## src/rtl/pidc_pkg.sv

```systemverilog
// shared types and constants for the clamped pid controller
package pidc_pkg;

	// fixed field widths
	localparam int DATA_W     = 16;
	localparam int GAIN_W     = 16;
	localparam int LIMIT_W    = 15;
	localparam int GATE_W     = 16;
	localparam int ERR_W      = DATA_W + 1;
	localparam int DERR_W     = ERR_W + 1;
	localparam int PROD_W     = GAIN_W + ERR_W;
	localparam int DPROD_W    = GAIN_W + DERR_W;
	localparam int CFG_IDX_W  = 3;
	localparam int CFG_DATA_W = 16;

	// command codes
	localparam logic CMD_STEP  = 1'b0;
	localparam logic CMD_CLEAR = 1'b1;

	// configuration register indexes
	typedef enum logic [CFG_IDX_W-1:0] {
		REG_GAIN_P         = 3'd0,
		REG_GAIN_I         = 3'd1,
		REG_GAIN_D         = 3'd2,
		REG_INTEGRAL_LIMIT = 3'd3,
		REG_OUTPUT_LIMIT   = 3'd4,
		REG_ERROR_GATE     = 3'd5
	} reg_idx_t;

	// request item
	typedef struct packed {
		logic                     cmd;
		logic signed [DATA_W-1:0] measured;
		logic signed [DATA_W-1:0] target;
	} pidc_req_t;

	// result item
	typedef struct packed {
		logic signed [DATA_W-1:0] drive;
		logic                     gated;
	} pidc_rsp_t;

	// configuration register contents
	typedef struct packed {
		logic signed [GAIN_W-1:0] gain_p;
		logic signed [GAIN_W-1:0] gain_i;
		logic signed [GAIN_W-1:0] gain_d;
		logic [LIMIT_W-1:0]       integral_limit;
		logic [LIMIT_W-1:0]       output_limit;
		logic [GATE_W-1:0]        error_gate;
	} pidc_cfg_t;

endpackage

```

## src/rtl/pid_controller_clamped.sv

```systemverilog
// clamped positional pid controller, top level
//
//   channel  | handshake              | payload
//   ---------+------------------------+--------------------------
//   request  | req_valid / req_stall  | req (cmd, measured, target)
//   result   | rsp_valid / rsp_stall  | rsp (drive, gated)
//   config   | cfg_we                 | cfg_index, cfg_wdata
//
// one item per cycle sustained while the result channel is not stalled; a request passes through
// the error stage, the multiplier stage and the integrator/clamp stage into the result register
// each stage holds only while the one after it is full and stalled, so bubbles close up
// arst_n clears the valid flags, the integrator and the previous error, and resets the config registers
module pid_controller_clamped #(
	parameter int GAIN_FRAC_BITS = 8
) (
	input  logic                             clk,
	input  logic                             arst_n,
	input  logic                             req_valid,
	output logic                             req_stall,
	input  pidc_pkg::pidc_req_t              req,
	output logic                             rsp_valid,
	input  logic                             rsp_stall,
	output pidc_pkg::pidc_rsp_t              rsp,
	input  logic                             cfg_we,
	input  logic [pidc_pkg::CFG_IDX_W-1:0]   cfg_index,
	input  logic [pidc_pkg::CFG_DATA_W-1:0]  cfg_wdata
);

	localparam int ERR_W   = pidc_pkg::ERR_W;
	localparam int DERR_W  = pidc_pkg::DERR_W;
	localparam int PROD_W  = pidc_pkg::PROD_W;
	localparam int DPROD_W = pidc_pkg::DPROD_W;
	// integrator holds limit << frac plus a sign bit
	localparam int IW      = pidc_pkg::LIMIT_W + GAIN_FRAC_BITS + 1;
	localparam int JW      = ((IW > PROD_W) ? IW : PROD_W) + 1;
	localparam int SW      = ((IW > DPROD_W) ? IW : DPROD_W) + 2;

	pidc_pkg::pidc_cfg_t cfg;

	pidc_cfg_regs u_cfg_regs (
		.clk       (clk),
		.arst_n    (arst_n),
		.cfg_we    (cfg_we),
		.cfg_index (cfg_index),
		.cfg_wdata (cfg_wdata),
		.cfg       (cfg)
	);

	// stage registers
	logic                      v_s1, cmd_s1, gated_s1;
	logic signed [ERR_W-1:0]   err_s1;
	logic signed [DERR_W-1:0]  derr_s1;
	logic                      v_s2, cmd_s2, gated_s2;
	logic signed [PROD_W-1:0]  p_s2, i_s2;
	logic signed [DPROD_W-1:0] d_s2;
	logic                      rsp_valid_q;
	pidc_pkg::pidc_rsp_t       rsp_q;
	logic signed [ERR_W-1:0]   prev_err_q;
	logic signed [IW-1:0]      integ_q;

	// stage enables
	logic en_out, en_s2, en_s1, req_accept;

	assign en_out     = !rsp_valid_q || !rsp_stall;
	assign en_s2      = !v_s2 || en_out;
	assign en_s1      = !v_s1 || en_s2;
	assign req_stall  = !en_s1;
	assign req_accept = req_valid && en_s1;

	// error, its magnitude, gate test and difference to the last error
	logic signed [ERR_W-1:0]  err;
	logic [ERR_W-1:0]         err_mag;
	logic                     gate_hit;
	logic signed [DERR_W-1:0] derr;

	assign err      = ERR_W'(req.target) - ERR_W'(req.measured);
	assign err_mag  = err[ERR_W-1] ? ERR_W'(-err) : ERR_W'(err);
	assign gate_hit = (cfg.error_gate != '0) && (err_mag > ERR_W'(cfg.error_gate));
	assign derr     = DERR_W'(err) - DERR_W'(prev_err_q);

	// error stage
	always_ff @(posedge clk or negedge arst_n) begin
		if (!arst_n) begin
			v_s1       <= 1'b0;
			prev_err_q <= '0;
		end else begin
			if (en_s1) begin
				v_s1 <= req_valid;
			end
			if (req_accept && req.cmd == pidc_pkg::CMD_STEP) begin
				prev_err_q <= err;
			end
		end
	end

	always_ff @(posedge clk) begin
		if (req_accept) begin
			cmd_s1   <= req.cmd;
			gated_s1 <= gate_hit;
			err_s1   <= err;
			derr_s1  <= derr;
		end
	end

	// multiplier stage
	always_ff @(posedge clk or negedge arst_n) begin
		if (!arst_n) begin
			v_s2 <= 1'b0;
		end else if (en_s2) begin
			v_s2 <= v_s1;
		end
	end

	always_ff @(posedge clk) begin
		if (en_s2 && v_s1) begin
			cmd_s2   <= cmd_s1;
			gated_s2 <= gated_s1;
			p_s2     <= PROD_W'(cfg.gain_p) * PROD_W'(err_s1);
			i_s2     <= PROD_W'(cfg.gain_i) * PROD_W'(err_s1);
			d_s2     <= DPROD_W'(cfg.gain_d) * DPROD_W'(derr_s1);
		end
	end

	// integrator accumulate and clamp
	logic signed [JW-1:0] integ_sum, ilim;
	logic signed [IW-1:0] integ_next;

	assign integ_sum = JW'(integ_q) + JW'(i_s2);
	assign ilim      = JW'(cfg.integral_limit) << GAIN_FRAC_BITS;

	always_comb begin
		if (integ_sum > ilim) begin
			integ_next = IW'(ilim);
		end else if (integ_sum < -ilim) begin
			integ_next = IW'(-ilim);
		end else begin
			integ_next = IW'(integ_sum);
		end
	end

	// term sum, floor shift and output clamp
	logic signed [SW-1:0] term_sum, shifted, olim, clamped;

	assign term_sum = SW'(p_s2) + SW'(integ_next) + SW'(d_s2);
	assign shifted  = term_sum >>> GAIN_FRAC_BITS;
	assign olim     = SW'(cfg.output_limit);

	always_comb begin
		if (shifted > olim) begin
			clamped = olim;
		end else if (shifted < -olim) begin
			clamped = -olim;
		end else begin
			clamped = shifted;
		end
	end

	// result register and integrator state
	always_ff @(posedge clk or negedge arst_n) begin
		if (!arst_n) begin
			rsp_valid_q <= 1'b0;
			integ_q     <= '0;
		end else begin
			if (en_out) begin
				rsp_valid_q <= v_s2;
			end
			if (en_out && v_s2) begin
				if (cmd_s2 == pidc_pkg::CMD_CLEAR) begin
					integ_q <= '0;
				end else if (!gated_s2) begin
					integ_q <= integ_next;
				end
			end
		end
	end

	always_ff @(posedge clk) begin
		if (en_out && v_s2) begin
			if (cmd_s2 == pidc_pkg::CMD_CLEAR || gated_s2) begin
				rsp_q.drive <= '0;
			end else begin
				rsp_q.drive <= clamped[pidc_pkg::DATA_W-1:0];
			end
			rsp_q.gated <= (cmd_s2 == pidc_pkg::CMD_STEP) && gated_s2;
		end
	end

	assign rsp_valid = rsp_valid_q;
	assign rsp       = rsp_q;

endmodule

```

## src/rtl/pidc_cfg_regs.sv

```systemverilog
// configuration register file of the pid controller
module pidc_cfg_regs (
	input  logic                             clk,
	input  logic                             arst_n,
	input  logic                             cfg_we,
	input  logic [pidc_pkg::CFG_IDX_W-1:0]   cfg_index,
	input  logic [pidc_pkg::CFG_DATA_W-1:0]  cfg_wdata,
	output pidc_pkg::pidc_cfg_t              cfg
);

	pidc_pkg::pidc_cfg_t cfg_q;

	// register writes, unknown indexes are dropped
	always_ff @(posedge clk or negedge arst_n) begin
		if (!arst_n) begin
			cfg_q.gain_p         <= '0;
			cfg_q.gain_i         <= '0;
			cfg_q.gain_d         <= '0;
			cfg_q.integral_limit <= '1;
			cfg_q.output_limit   <= '1;
			cfg_q.error_gate     <= '0;
		end else if (cfg_we) begin
			case (pidc_pkg::reg_idx_t'(cfg_index))
				pidc_pkg::REG_GAIN_P: begin
					cfg_q.gain_p <= cfg_wdata[pidc_pkg::GAIN_W-1:0];
				end
				pidc_pkg::REG_GAIN_I: begin
					cfg_q.gain_i <= cfg_wdata[pidc_pkg::GAIN_W-1:0];
				end
				pidc_pkg::REG_GAIN_D: begin
					cfg_q.gain_d <= cfg_wdata[pidc_pkg::GAIN_W-1:0];
				end
				pidc_pkg::REG_INTEGRAL_LIMIT: begin
					cfg_q.integral_limit <= cfg_wdata[pidc_pkg::LIMIT_W-1:0];
				end
				pidc_pkg::REG_OUTPUT_LIMIT: begin
					cfg_q.output_limit <= cfg_wdata[pidc_pkg::LIMIT_W-1:0];
				end
				pidc_pkg::REG_ERROR_GATE: begin
					cfg_q.error_gate <= cfg_wdata[pidc_pkg::GATE_W-1:0];
				end
				default: begin
				end
			endcase
		end
	end

	assign cfg = cfg_q;

endmodule

```

## config.mk

```make
export PLATFORM = sky130hd
export DESIGN_NAME = pid_controller_clamped
export DESIGN_NICKNAME = d
export VERILOG_FILES = /design/src/rtl/pidc_pkg.sv /design/src/rtl/pid_controller_clamped.sv /design/src/rtl/pidc_cfg_regs.sv
export SDC_FILE = /design/constraint.sdc
export NUM_CORES = 2
export LEC_CHECK = 0
export CAP_MARGIN = 20
export CORE_UTILIZATION = 35
export CTS_CLUSTER_SIZE = 12
export DETAILED_ROUTE_END_ITERATION = 16
export DONT_BUFFER_PORTS = 1
export PLACE_DENSITY = 0.55
export SLEW_MARGIN = 20
export SYNTH_ARGS = -nofsm -noshare
export SYNTH_HDL_FRONTEND = slang
export SYNTH_SLANG_ARGS = --single-unit
export TNS_END_PERCENT = 5
```

## constraint.sdc

```tcl
create_clock -name clk -period 9.57 [get_ports clk]
set_input_delay 0.957 -clock clk [delete_from_list [all_inputs] [get_ports clk]]
set_output_delay 0.957 -clock clk [all_outputs]
set_load 0.005 [all_outputs]
```

==> run_results.csv <==
group,metric,value,unit
synthesis,ys_types,98,
synthesis,ys.flop_type,"edfxtp_1",
finish,nFillCells,14299,
synthesis,avgSynthCellArea,9.54,um2
run_status,outcome,"finished with violations",
worst_setup_path,reg2reg_to,"rsp[5]",
worst_setup_path,r2r_slack,-910,ps
finish,utilization,39.8,%
worst_setup_path,r2r_start,"i_s2[0]",
sta,fin_crit,10480,ps
finish,area_delta_synth_final,12.6,%
routing,wl_per_cell,18.7,um
synthesis,syn-cell-area,51000,um2
floorplanning,die_h,384,um
worst_hold_path,worstHoldPathType,"primary input to async pin",
synthesis,yosysMostFrequentCell,"inv_1",
cts,clock_latency,570,ps
synthesis,synth_seq_area_share,16.0,%
place,place_ws,-1150,ps
job,maxCapViolCount,0,
run_status,violations,"DRC, setup timing",
sta,setup_viol_count_final,16,
finish,nets,6992,
worst_setup_path,worst_r2r_path_depth,61,
worst_setup_path,critPathMostFrequentCell,"buf_4",
routing,drtPass1Iterations,13,
global_route,grt_antenna_before_repair,15,
worst_setup_path,worstSetupPathType,"flip-flop to flip-flop",
sta,worst_slack,-909,ps
sta,finClkSkew,18.3,ps
place,dp_hpwl,114000,um
floorplanning,initial_core_util,35.4,%
synthesis,synth.area.top_cells,"fa_1 (34%), ha_1 (11%), edfxtp_1 (9.2%), inv_1 (8.1%), dfrtp_1 (5.3%)",
place,gp_congestion,0.878,
worst_setup_path,cp-startpoint,"i_s2[0]",
sta,slew_violations,0,
synthesis,synth_common_cells,"inv_1 (1095), fa_1 (878), nand2_1 (581)",
worst_setup_path,arrival,10790,ps
routing,wirelength,141000,um
routing,drcViolationCount,8,
synthesis,synth_cells,5343,
worst_setup_path,worst_path_largest_cell_delay,420,ps
worst_setup_path,cp-start-kind,"flip-flop",
floorplanning,ios,76,
synthesis,synth_seq_cells,294,
synthesis,synth_top_cell_area_share,34.5,%
sta,rsz0062_at_grt,"yes",
cts,cts-root-buf,"clkbuf_16",
global_route,gr-total-overflow,0,
worst_setup_path,worst_setup_path_end_kind,"flip-flop",
cts,cts_sinks,294,
sta,fmax,0.0954,GHz
synthesis,ys_warn_count,0,
routing,vias,37050,
sta,worstMarginPinSlew,1210,ps
floorplanning,die-width,384,um
cts,clk_pin_slew,60,ps
synthesis,yosysTopAreaCell,"fa_1",
worst_setup_path,critPathRequiredTime,9890,ps
floorplanning,rows,139,
cts,htreeDepth,2,
cts,cts.path.max_buffers,3,
global_route,grt_pass1_vias,39582,
global_route,grt.total_usage,19.7,%
cts,hold_buffers,0,
finish,multiInputGateArea,38300,um2
place,io_buffers,0,
finish,drive_gt1_share,12.6,%
cts,cts_made_buffers,38,
worst_setup_path,cp_max_fo,19,
sta,period_share,109,%
worst_setup_path,slowest_stage,"or4_1",
routing,first_iter_violations,2213,
sta,slew_headroom,18.6,%
cts,cts_tree,"built",
synthesis,async_flop_share,46.9,%
finish,seqCellArea,8180,um2
global_route,grt_pass1_wl,225000,um
routing,viasPerCell,4.91,
global_route,grt_max_degree,139,
synthesis,synth_edf_count,156,
floorplanning,die_area,147000,um2
floorplanning,core-area,144000,um2
sta,hold_viol,0,
routing,ant_nets,0,
synthesis,syn_nets,6736,
==> worst max-delay path by stage <==
stage	slack (ps)	cells past startpoint	end
floorplan	-240	54	rsp[10]
global placement	-960	55	rsp[1]
detailed placement	-1150	52	rsp[14]
CTS	-760	57	rsp[14]
global route	-1640	56	rsp[14]
finish	-910	61	rsp[5]
==> metal layers <==
metal	wire length, um	up-vias	track usage (%)
met5	13	-	0
li1	-	17312	-
met4	4010	2	5.78
met1	65700	18689	27.6
met3	6980	168	2.34
met2	64000	879	31.8
==> placed cells by master, fill, tap and decap left out, types with 34 or more instances in the layout <==
cell       count
fa_1         877
nor2b_1       36
and3_1        37
inv_1       1094
nand3_1       37
nand2b_1      71
nand2_1      581
nor2_1       157
o21bai_1      38
mux2_2        92
a21oi_1      171
buf_4        404
a21o_1        59
o21ai_0      125
ha_1         453
nor3_1        46
and2_1       360
edfxtp_1     156
o21a_1        34
dfrtp_1      108
clkbuf_16     38
xnor2_1      160
xor2_1        45
==> through the flow <==
| step | cells | TNS, ps | hold slack [ps] | instance area [um2] |
|---|---|---|---|---|
| after global placement | 7436 | -14500 | 412 | 55700 |
| after floorplan | 5343 | -3310 | 400 | 51200 |
| after global routing | 7538 | -25540 | 77.4 | 57300 |
| after CTS | 7530 | -11690 | 49.1 | 57300 |
| final | 7544 | -14070 | 123 | 57400 |
| after detailed placement | 7436 | -18000 | 434 | 55800 |
==> flip-flops by register name, indices dropped and copies added (netlist names), 17 cells and up <==
name	cells
d_s2	34
derr_s1	18
err_s1	17
i_s2	33
integ_q	24
p_s2	33
prev_err_q	17
rsp	17
u_cfg_regs.cfg	94
==> cell families (layout without fill, tap and decap cells) <==
logic type	Yosys count	after routing	share of synthesized area, %
other	0	13	0
xor gates and xnor gates	210	210	3.61
buffers and inverters	1291	1576	9.57
AOI/OAI and AO/OA	652	652	8.48
and+or+nand+nor	1449	1449	14.2
DFF	294	294	16.0
muxes	111	111	2.41
adders and majority gates	1336	1336	45.7
==> area by class of cell <==
type	instances	share of cell area, %
Antenna cell	13	0.0567
Multi-Input combinational cell	3758	66.7
Timing Repair Buffer	411	5.48
Clock inverter	25	0.425
Clock buffer	44	1.73
Tap cell	1903	4.15
Inverter	1096	7.17
Sequential cell	294	14.3
==> critical path: cells and delay by family, from the launching register on <==
family	cells	cell delay, ps
compound gates	19	3010
xor+xnor	2	290
fa+ha+maj	4	1120
buf+inv	22	2890
flops	1	390
mux	1	240
simple gates	13	2230
==> timing repair <==
item | CTS | global route
pin swaps | 20 | 3
gates resized for setup | 22 | 5
endpoints found under the setup margin | 16 | 16
setup buffers | 25 | 0
endpoints found under the hold margin | 0 | 0
gates cloned | 0 | 0
Power is not shown: default switching activity piles up to over one toggle a cycle in this logic, so the estimate is an artifact.
